## src/rtl/core/rdct_pkg.sv

```systemverilog
// Package for the reload down-counter timer.
// Holds the item kinds, register indexes, item and result types and fixed constants.
// No dependencies; used by rdct_core and reload_down_counter_timer.
package rdct_pkg;

  // Kind of an input item.
  typedef enum logic [1:0] {
    KIND_TICK       = 2'd0,
    KIND_READ       = 2'd1,
    KIND_WRITE      = 2'd2,
    KIND_EXC_RETURN = 2'd3
  } kind_e;

  // Word register index, taken from address bits 3:2.
  typedef enum logic [1:0] {
    REG_CTRL    = 2'd0,
    REG_RELOAD  = 2'd1,
    REG_CURRENT = 2'd2,
    REG_CALIB   = 2'd3
  } reg_e;

  localparam int unsigned ADDR_BITS  = 8;
  localparam int unsigned DATA_BITS  = 32;
  localparam int unsigned EXC_BITS   = 6;
  localparam int unsigned CALIB_BITS = 24;

  // Value of the reload and current registers after reset.
  localparam logic [31:0] RESET_COUNT = 32'h0000_aaaa;
  // Exception number whose return drops the interrupt request.
  localparam logic [EXC_BITS-1:0] TICK_EXCEPTION = 6'd15;

  // One input item.
  typedef struct packed {
    kind_e                 kind;
    logic [ADDR_BITS-1:0]  address;
    logic [DATA_BITS-1:0]  write_data;
    logic [EXC_BITS-1:0]   exception_number;
  } item_t;

  // One result item.
  typedef struct packed {
    logic [DATA_BITS-1:0] read_data;
    logic                 irq;
    logic                 address_error;
  } result_t;

endpackage

```

## src/rtl/core/rdct_core.sv

```systemverilog
// Timer state and register file of the reload down-counter timer.
// Executes one item per cycle while exec_i is high and updates the state; the result is combinational.
// Depends on rdct_pkg.
module rdct_core #(
  parameter int unsigned COUNTER_BITS = 24
) (
  input  logic                             clk_i,
  input  logic                             rst_ni,
  input  logic                             exec_i,
  input  rdct_pkg::item_t                  item_i,
  input  logic [rdct_pkg::CALIB_BITS-1:0]  ten_ms_i,
  output rdct_pkg::result_t                result_o
);
  import rdct_pkg::*;

  localparam logic [COUNTER_BITS-1:0] ResetCount = COUNTER_BITS'(RESET_COUNT);

  logic                    enable_q, enable_d;
  logic                    tie_q, tie_d;
  logic                    flag_q, flag_d;
  logic                    halted_q, halted_d;
  logic                    irq_q, irq_d;
  logic [COUNTER_BITS-1:0] reload_q, reload_d;
  logic [COUNTER_BITS-1:0] cur_q, cur_d;
  logic [DATA_BITS-1:0]    rdata;
  logic                    addr_err;
  reg_e                    reg_sel;

  assign reg_sel = reg_e'(item_i.address[3:2]);

  // Next state and read data for the item in execution.
  always_comb begin
    enable_d = enable_q;
    tie_d    = tie_q;
    flag_d   = flag_q;
    halted_d = halted_q;
    irq_d    = irq_q;
    reload_d = reload_q;
    cur_d    = cur_q;
    rdata    = '0;
    addr_err = 1'b0;
    case (item_i.kind)
      KIND_TICK: begin
        // Count down while running; at zero reload and flag the wrap.
        if (enable_q && !halted_q) begin
          if (cur_q == '0) begin
            cur_d  = reload_q;
            flag_d = 1'b1;
            if (tie_q) begin
              irq_d = 1'b1;
            end
            if (reload_q == '0) begin
              halted_d = 1'b1;
            end
          end else begin
            cur_d = cur_q - COUNTER_BITS'(1);
          end
        end
      end
      KIND_EXC_RETURN: begin
        if (item_i.exception_number == TICK_EXCEPTION) begin
          irq_d = 1'b0;
        end
      end
      default: begin
        // Bus access: only the first four words are mapped.
        if (item_i.address[ADDR_BITS-1:4] != '0) begin
          addr_err = 1'b1;
        end else if (item_i.kind == KIND_READ) begin
          case (reg_sel)
            REG_CTRL: begin
              // Flag at bit 16, clock source reads one at bit 2.
              rdata  = {15'd0, flag_q, 13'd0, 1'b1, tie_q, enable_q};
              flag_d = 1'b0;
            end
            REG_RELOAD:  rdata = DATA_BITS'(reload_q);
            REG_CURRENT: rdata = DATA_BITS'(cur_q);
            REG_CALIB:   rdata = {1'b1, 7'd0, ten_ms_i};
            default:     rdata = '0;
          endcase
        end else begin
          case (reg_sel)
            REG_CTRL: begin
              enable_d = item_i.write_data[0];
              tie_d    = item_i.write_data[1];
              // A rising enable restarts a halted or expired counter.
              if (!enable_q && item_i.write_data[0]) begin
                halted_d = 1'b0;
                if (cur_q == '0) begin
                  cur_d = reload_q;
                end
              end
            end
            REG_RELOAD: reload_d = item_i.write_data[COUNTER_BITS-1:0];
            REG_CURRENT: begin
              flag_d   = 1'b0;
              halted_d = 1'b0;
              cur_d    = enable_q ? reload_q : '0;
            end
            default: ;
          endcase
        end
      end
    endcase
  end

  // State registers advance only when an item executes.
  always_ff @(posedge clk_i or negedge rst_ni) begin
    if (!rst_ni) begin
      enable_q <= 1'b0;
      tie_q    <= 1'b0;
      flag_q   <= 1'b0;
      halted_q <= 1'b0;
      irq_q    <= 1'b0;
      reload_q <= ResetCount;
      cur_q    <= ResetCount;
    end else if (exec_i) begin
      enable_q <= enable_d;
      tie_q    <= tie_d;
      flag_q   <= flag_d;
      halted_q <= halted_d;
      irq_q    <= irq_d;
      reload_q <= reload_d;
      cur_q    <= cur_d;
    end
  end

  assign result_o.read_data     = rdata;
  assign result_o.irq           = irq_d;
  assign result_o.address_error = addr_err;

`ifndef SYNTHESIS
  // The counter only moves when an item executes.
  a_cur_hold: assert property (@(posedge clk_i) disable iff (!rst_ni)
    !exec_i |=> $stable(cur_q))
    else $error("counter changed without an item");

  // The timer halts only after expiring with a zero reload value.
  a_halt_zero: assert property (@(posedge clk_i) disable iff (!rst_ni)
    $rose(halted_q) |-> $past(reload_q) == '0)
    else $error("halted with nonzero reload");

  // The interrupt is raised only by a tick with tick interrupts enabled.
  a_irq_src: assert property (@(posedge clk_i) disable iff (!rst_ni)
    $rose(irq_q) |-> $past(exec_i && item_i.kind == KIND_TICK && tie_q))
    else $error("interrupt raised without an enabled tick");

  // Setting the count flag comes with a reload of the counter.
  a_flag_reload: assert property (@(posedge clk_i) disable iff (!rst_ni)
    $rose(flag_q) |-> cur_q == reload_q)
    else $error("count flag set without reload");
`endif

endmodule

```

## src/rtl/core/reload_down_counter_timer.sv

```systemverilog
// Top level of the reload down-counter timer: input register, core, result register.
// Depends on rdct_pkg and rdct_core.
//
//   Channel   Direction  Transfer when                     Contents
//   s_axis    in         s_axis_tvalid & s_axis_tready     one item (tick, read, write, return)
//   m_axis    out        m_axis_tvalid & m_axis_tready     one result per item
//   cfg       in         cfg_valid_i & cfg_ready_o         calibration ten-ms count
//
// An item is held in the input register, executed when the result register can load,
// and its result is then registered in the result register; a stall on m_axis can
// delay execution. One item per cycle is sustained while m_axis is not stalled.
// The single state update of the core between the two registers sets that rate.
// Reset clears the timer to disabled with reload and current at 0xaaaa (masked).
// A stall on m_axis holds the result register and, once the input register is
// full, deasserts s_axis_tready in the same cycle.
module reload_down_counter_timer #(
  parameter int unsigned COUNTER_BITS = 24
) (
  input  logic        clk_i,
  input  logic        rst_ni,
  // address [7:0], write_data [39:8], exception_number [45:40], zeros above
  input  logic [47:0] s_axis_tdata,
  // kind [1:0]
  input  logic [1:0]  s_axis_tuser,
  input  logic        s_axis_tvalid,
  output logic        s_axis_tready,
  // read_data [31:0], irq [32], zeros above
  output logic [39:0] m_axis_tdata,
  // address_error [0]
  output logic        m_axis_tuser,
  output logic        m_axis_tvalid,
  input  logic        m_axis_tready,
  input  logic [23:0] cfg_data_i,
  input  logic        cfg_valid_i,
  output logic        cfg_ready_o
);
  import rdct_pkg::*;

  logic                  in_valid_q;
  item_t                 in_item_q;
  logic                  out_valid_q;
  result_t               out_res_q;
  result_t               res;
  logic [CALIB_BITS-1:0] ten_ms_q;
  logic                  advance;
  logic                  exec;

  // The result register can load when empty or being drained.
  assign advance       = !out_valid_q || m_axis_tready;
  assign exec          = in_valid_q && advance;
  assign s_axis_tready = !in_valid_q || advance;
  assign cfg_ready_o   = 1'b1;

  // Input register.
  always_ff @(posedge clk_i or negedge rst_ni) begin
    if (!rst_ni) begin
      in_valid_q <= 1'b0;
    end else if (s_axis_tready) begin
      in_valid_q <= s_axis_tvalid;
    end
  end

  always_ff @(posedge clk_i) begin
    if (s_axis_tvalid && s_axis_tready) begin
      in_item_q.kind             <= kind_e'(s_axis_tuser);
      in_item_q.address          <= s_axis_tdata[7:0];
      in_item_q.write_data       <= s_axis_tdata[39:8];
      in_item_q.exception_number <= s_axis_tdata[45:40];
    end
  end

  // Calibration register.
  always_ff @(posedge clk_i or negedge rst_ni) begin
    if (!rst_ni) begin
      ten_ms_q <= '0;
    end else if (cfg_valid_i && cfg_ready_o) begin
      ten_ms_q <= cfg_data_i;
    end
  end

  rdct_core #(
    .COUNTER_BITS(COUNTER_BITS)
  ) u_core (
    .clk_i   (clk_i),
    .rst_ni  (rst_ni),
    .exec_i  (exec),
    .item_i  (in_item_q),
    .ten_ms_i(ten_ms_q),
    .result_o(res)
  );

  // Result register.
  always_ff @(posedge clk_i or negedge rst_ni) begin
    if (!rst_ni) begin
      out_valid_q <= 1'b0;
    end else if (advance) begin
      out_valid_q <= in_valid_q;
    end
  end

  always_ff @(posedge clk_i) begin
    if (exec) begin
      out_res_q <= res;
    end
  end

  assign m_axis_tvalid = out_valid_q;
  assign m_axis_tdata  = {7'd0, out_res_q.irq, out_res_q.read_data};
  assign m_axis_tuser  = out_res_q.address_error;

endmodule

```

## config.mk

```make
export PLATFORM = sky130hd
export DESIGN_NAME = reload_down_counter_timer
export DESIGN_NICKNAME = d
export VERILOG_FILES = /design/src/rtl/core/rdct_pkg.sv /design/src/rtl/core/rdct_core.sv /design/src/rtl/core/reload_down_counter_timer.sv
export SDC_FILE = /design/constraint.sdc
export NUM_CORES = 1
export LEC_CHECK = 0
export BUFFER_PORTS_ARGS = -buffer_cell sky130_fd_sc_hd__buf_4
export CAP_MARGIN = 20
export CORE_MARGIN = 4
export CORE_UTILIZATION = 56
export DETAILED_ROUTE_END_ITERATION = 10
export MAX_ROUTING_LAYER = met4
export PLACE_DENSITY = 0.84
export SLEW_MARGIN = 20
export SYNTH_ARGS = -nofsm -noshare
export SYNTH_HDL_FRONTEND = slang
export SYNTH_SLANG_ARGS = --single-unit
```

## constraint.sdc

```tcl
create_clock -name clk_i -period 2.8 [get_ports clk_i]
set_input_delay 0.56 -clock clk_i [delete_from_list [all_inputs] [get_ports clk_i]]
set_output_delay 0.56 -clock clk_i [all_outputs]
set_load 0.05 [all_outputs]
```

==> results of run 1 <==
[layout by cell type, fill, tap and decap left out, types with 10 or more instances in the layout]
| master | instances |
|---|---|
| nor4_1 | 15 |
| a31oi_1 | 11 |
| buf_4 | 128 |
| a22oi_1 | 22 |
| a21oi_1 | 10 |
| nand2_1 | 26 |
| edfxtp_1 | 65 |
| conb_1 | 15 |
| inv_1 | 16 |
| o21ai_0 | 12 |
| nor3_1 | 10 |
| dfrtp_1 | 63 |
| clkbuf_16 | 17 |
| nor2_1 | 39 |
| mux2_2 | 64 |
| dfstp_2 | 16 |
[registers in the layout, summed over array words and instances, names as in the netlist]
signal           flops
u_core.reload_q     24
u_core.halted_q      1
ten_ms_q            24
u_core.irq_q         1
in_valid_q           1
m_axis_tdata        26
u_core.enable_q      1
u_core.flag_q        1
in_item_q           38
u_core.cur_q        24
m_axis_tuser         1
m_axis_tvalid        1
u_core.tie_q         1
[worst paths after layout]
kind,endpoint,from
hold reg to reg,u_core.reload_q[22],in_item_q[28]
min in group clk_i,in_item_q[40],s_axis_tdata[2]
setup / recovery,u_core.cur_q[6],in_item_q[46]
max in group asynchronous,u_core.cur_q[13],rst_ni
hold / removal,u_core.reload_q[10],rst_ni
setup reg to reg,u_core.cur_q[6],in_item_q[46]
[per-stage QoR]
stage / utilization (%) / std cells / worst slack, ps / hold slack (ps) / cell area, um2
finish: 70.3 / 828 / 280 / 126 / 8440
floorplan: - / 567 / 233 / 264 / 6940
global route: 70.3 / 828 / 29.0 / 161 / 8440
CTS: 70.3 / 828 / 322 / 138 / 8440
global placement: 65.4 / 796 / 402 / 459 / 7860
detailed placement: 65.4 / 796 / 333 / 464 / 7860
[per-layer routing]
metal | wire [um] | vias to the layer above
met5 | 0 | -
met4 | 367 | 0
met1 | 7010 | 2459
li1 | - | 2334
met3 | 1260 | 33
met2 | 8120 | 231
[power breakdown]
group / switching, mW / leakage [nW] / total [mW] / internal (mW)
logic: 0.738 / 1.60 / 1.30 / 0.566
registers: 0.272 / 1.59 / 2.76 / 2.49
clock network: 0.913 / 0.281 / 2.24 / 1.32
total: 1.92 / 3.47 / 6.30 / 4.38
[final cells by class]
class / count / area (um2) / share of cell area [%]
timing repair buffer: 130 / 1000 / 11.9
sequential: 144 / 3950 / 46.8
tap: 147 / 184 / 2.18
clock inverter: 14 / 156 / 1.85
clock buffer: 18 / 429 / 5.08
multi-input combinational: 358 / 2660 / 31.5
inverter: 17 / 63.8 / 0.756
[cell families after synthesis]
| kind of cell | count (synthesis) | share of synthesized area [%] |
|---|---|---|
| flops | 144 | 57.3 |
| xor+xnor | 1 | 0.127 |
| buf+inv | 65 | 4.81 |
| fa+ha+maj | 6 | 1.09 |
| other cells | 2 | 0.109 |
| compound gates | 117 | 12.6 |
| mux | 74 | 12.5 |
| simple gates | 145 | 11.5 |
==> impl_metrics.csv, run 1 <==
group,metric,value,unit
detailed_routing,antenna_left,0,
worst_setup_path,cp_num_cells,8,
synthesis,synth_top_area_cell,"edfxtp_1",
worst_setup_path,end_kind,"flip-flop",
grt,use_met2,38.3,%
synthesis,yosysMostFrequentCell,"edfxtp_1",
floorplanning,initial_core_util,57.4,%
floorplanning,die_h,119,um
synthesis,netlist_area,6890,um2
sta,worst_pin_slew,732,ps
synthesis,yosys-top-cells-count,"65 x edfxtp_1, 64 x mux2_2, 63 x dfrtp_1",
clocking,path_clk_slew,60,ps
placement,gp_congestion,0.942,
detailed_routing,wl,16.8,mm
sta,fmax,397,MHz
worst_setup_path,start_kind,"flip-flop",
worst_setup_path,slowest_stage,"nor3_1",
synthesis,synthArstFlopShare,54.9,%
detailed_routing,drt_first_pass_iters,5,
detailed_routing,num_vias,5057,
floorplanning,row_count,40,
clocking,cts_num_sinks,144,
grt,grt_max_degree,43,
grt,grt_overflow_total,0,
worst_setup_path,critPathMaxFanout,11,
job,maxCapViolCount,0,
synthesis,synth_cells,554,
sta,clock_skew,13.7,ps
final_layout,n_antenna_cell,0,
detailed_routing,post_drt_wl_per_cell,20.2,um
sta,slew_headroom,50.8,%
final_layout,nets,753,
grt,grt.total_usage,25.6,%
clocking,cts_tree,"done",
sta,slew_viol_final,0,
synthesis,synth_flop_cell,"edfxtp_1",
synthesis,synth-seq-cells,144,
synthesis,syn_avg_cell_area,12.4,um2
synthesis,synth_area_leaders,"edfxtp_1 28%, dfrtp_1 23%, mux2_2 10%, dfstp_2 6.1%, a22oi_1 2.4%",
clocking,holdBufCountCts,0,
grt,use_met3,6.70,%
detailed_routing,drc,0,
worst_setup_path,critical_path.top_delay_family,"simple AND/OR/NAND/NOR gates",
synthesis,yosysWarnings,0,
clocking,clock_path_buffers,2,
power_and_ir_drop,power.total,6.30,mW
sta,report.final.setup_viol,0,
clocking,clock_latency,430,ps
clocking,h-tree-depth,4,
grt,grt_busiest_layer,"met2",
clocking,numCtsBuffers,17,
worst_hold_path,min_path_type,"input pin to async pin",
worst_setup_path,critPathMaxStageDelay,590,ps
placement,portBuffers,95,
worst_setup_path,rrSetupSlack,280,ps
sta,rsz0062_at_grt,"no",
sta,setup_tns,0,ps
clocking,cts_setup_buffers,0,
synthesis,synth-edff-count,65,
power_and_ir_drop,p_per_area,746,nW/um2
placement,dp_hpwl,11.8,mm
floorplanning,boundaryPins,123,
final_layout,fillCellCount,835,
detailed_routing,vias_per_cell,6.11,
worst_setup_path,crit_required,3100,ps
grt,grt_pass1_wl,27.2,mm
grt,grt_pass1_vias,5101,
clocking,cts-root-buf,"clkbuf_16",
floorplanning,core-area,12000,um2
power_and_ir_drop,vdd_drop_max,0.000578,V
worst_setup_path,worstPathArrival,2820,ps
final_layout,drive_gt1_share,37.0,%
grt,gr-usage-met1,33.4,%
worst_setup_path,path_cells,"inv_1 -> ha_1 -> nor3_1 -> o21ai_0 -> and3_1 -> buf_4 -> nand3_1 -> o22ai_1",
sta,hold_viol,0,
power_and_ir_drop,cellLeakagePower,3.47,nW
sta,min_period,2520,ps
detailed_routing,first_iter_violations,570,
final_layout,area_delta_synth_final,22.5,%
worst_setup_path,path_buf_inv,2,
synthesis,post_synth_num_cell_types,64,
sta,fin_crit_sh,90.0,%
grt,antenna_found_initial,0,
floorplanning,fp.dieArea,14100,um2
clocking,cts_resized,0,
worst_setup_path,critical_path_class,"flip-flop to flip-flop",
synthesis,netlist.area_leader.share,28.3,%
worst_setup_path,r2r_cells,8,
synthesis,ys_seq_area_share,57.3,%
floorplanning,die_x,119,um
outcome,outcome,"finished, final reports clean",
Power figures use the tool's default switching activity.
==> run 2: changes to the inputs <==
--- a/config.mk
+++ b/config.mk
@@ -11,7 +11,7 @@
 export CORE_UTILIZATION = 56
 export DETAILED_ROUTE_END_ITERATION = 10
 export MAX_ROUTING_LAYER = met4
-export PLACE_DENSITY = 0.84
+export PLACE_DENSITY_LB_ADDON = 0.08
 export SLEW_MARGIN = 20
 export SYNTH_ARGS = -nofsm -noshare
 export SYNTH_HDL_FRONTEND = slang
==> run 2 against run 1 <==
  * Utilization down 0.81 points
  * Sequential cell count unchanged
  * Wire length down 3.1%
  * Largest cell class unchanged
==> impl_metrics.csv, run 2 (synthesized netlist as in run 1, its figures left out) <==
group,metric,value,unit
power_and_ir_drop,power.total,6.08,mW
detailed_routing,antenna_left,0,
floorplanning,boundaryPins,123,
floorplanning,fp.dieArea,14100,um2
sta,hold_viol,0,
clocking,cts_setup_buffers,0,
floorplanning,die_h,119,um
worst_setup_path,end_kind,"flip-flop",
detailed_routing,post_drt_wl_per_cell,19.7,um
sta,fin_crit_sh,90.3,%
detailed_routing,drc,0,
final_layout,fillCellCount,920,
clocking,cts_num_sinks,144,
power_and_ir_drop,cellLeakagePower,3.42,nW
power_and_ir_drop,p_per_area,729,nW/um2
sta,slew_headroom,49.3,%
final_layout,nets,748,
floorplanning,core-area,12000,um2
grt,grt_pass1_wl,26.5,mm
worst_setup_path,path_buf_inv,2,
worst_setup_path,critical_path.top_delay_family,"simple AND/OR/NAND/NOR gates",
sta,rsz0062_at_grt,"no",
worst_setup_path,critPathMaxFanout,13,
worst_setup_path,worstPathArrival,2830,ps
floorplanning,row_count,40,
final_layout,n_antenna_cell,0,
floorplanning,die_x,119,um
detailed_routing,first_iter_violations,376,
worst_setup_path,critPathMaxStageDelay,610,ps
grt,grt_max_degree,80,
clocking,numCtsBuffers,17,
detailed_routing,wl,16.2,mm
clocking,clock_path_buffers,2,
grt,grt.total_usage,24.8,%
job,maxCapViolCount,0,
sta,worst_pin_slew,755,ps
sta,report.final.setup_viol,0,
clocking,cts-root-buf,"clkbuf_16",
final_layout,layout_commonest_cell,"buf_4",
placement,portBuffers,95,
worst_setup_path,start_kind,"flip-flop",
grt,grt_overflow_total,0,
placement,dp_hpwl,11.5,mm
final_layout,seq_area,3950,um2
clocking,cts_tree,"done",
detailed_routing,num_vias,5014,
worst_setup_path,crit_required,3100,ps
detailed_routing,vias_per_cell,6.09,
placement,gp_congestion,0.901,
grt,grt_pass1_vias,5053,
sta,slew_viol_final,0,
sta,clock_skew,9.37,ps
final_layout,regMostFlops,"in_item_q",
final_layout,area_delta_synth_final,21.1,%
grt,antenna_found_initial,0,
worst_setup_path,critical_path_class,"flip-flop to flip-flop",
final_layout,drive_gt1_share,36.4,%
final_layout,multi_input_area,2660,um2
worst_setup_path,path_cells,"inv_1 -> ha_1 -> nor3_1 -> o21ai_0 -> and3_1 -> buf_4 -> nand3_1 -> o22ai_1",
placement,dpl_cell_area,7810,um2
worst_setup_path,slowest_stage,"nor3_1",
floorplanning,initial_core_util,57.4,%
final_layout,largest_reg_flops,38,
clocking,cts_resized,0,
outcome,outcome,"finished, final reports clean",
clocking,clock_latency,430,ps
clocking,holdBufCountCts,0,
detailed_routing,drt_first_pass_iters,6,
sta,setup_tns,0,ps
power_and_ir_drop,vdd_drop_max,0.000587,V
sta,min_period,2530,ps
final_layout,final_cell_mix,"123 x buf_4, 65 x edfxtp_1, 64 x mux2_2",
sta,fmax,395,MHz
final_layout,final_area,8350,um2
clocking,path_clk_slew,60,ps
clocking,h-tree-depth,4,
worst_hold_path,min_path_type,"input pin to async pin",
-- run 2: changes by cell type in the layout (fill, tap and decap cells not counted) --
cell and change:
buf_12 -1, clkinvlp_4 +1, inv_6 +4, buf_6 +1, inv_8 -1, clkinv_4 -3
bufinv_16 -2, buf_4 -5, clkinv_1 +1
-- run 2: power breakdown --
part           switching (mW)  total (mW)  internal (mW)
logic                   0.733        1.29          0.555
clock network           0.899        2.04           1.14
registers               0.264        2.75           2.49
total                    1.90        6.08           4.19
-- run 2: through the flow --
stage / worst slack (ps) / util, % / instances / hold WS [ps]
2_1_floorplan: 233 / - / 567 / 264
3_3_place_gp: 381 / 65.0 / 791 / 459
3_5_place_dp: 302 / 65.0 / 791 / 465
4_1_cts: 296 / 69.5 / 823 / 279
5_1_grt: 72.9 / 69.5 / 823 / 216
6_report: 271 / 69.5 / 823 / 154
-- run 2: cell type report --
type / instances / area share [%]
clock inverter: 14 / 1.26
tap: 147 / 2.20
sequential: 144 / 47.3
multi-input combinational: 358 / 31.9
clock buffer: 18 / 5.14
inverter: 17 / 0.765
timing repair buffer: 125 / 11.4
-- run 2: worst paths after layout --
| check | start | endpoint | slack [ps] | cells after the start |
|---|---|---|---|---|
| worst min register to register | in_item_q[17] | u_core.reload_q[11] | 480 | 1 |
| worst max register to register | in_item_q[47] | u_core.cur_q[6] | 270 | 8 |
| max in group asynchronous | rst_ni | ten_ms_q[20] | 2110 | 1 |
| worst max-delay path | in_item_q[47] | u_core.cur_q[6] | 270 | 8 |
| min in group clk_i | s_axis_tdata[28] | in_item_q[26] | 300 | 1 |
| worst min-delay path | rst_ni | ten_ms_q[14] | 150 | 1 |
-- run 2: worst reg2reg max path: stages, from the launching register on --
cell and delay [ps]:
edfxtp_1 400, inv_1 100, ha_1 260, nor3_1 610
o21ai_0 240, and3_1 290, buf_4 200, nand3_1 190
o22ai_1 110
-- run 2: per-layer routing --
metal | GRT usage [%] | part of all wire [%] | up-vias
li1 | - | - | 2315
met1 | 32.5 | 42 | 2489
met2 | 37.9 | 49 | 186
met3 | 6.74 | 7.7 | 24
met4 | 8.33 | 1.4 | 0
met5 | - | 0 | -
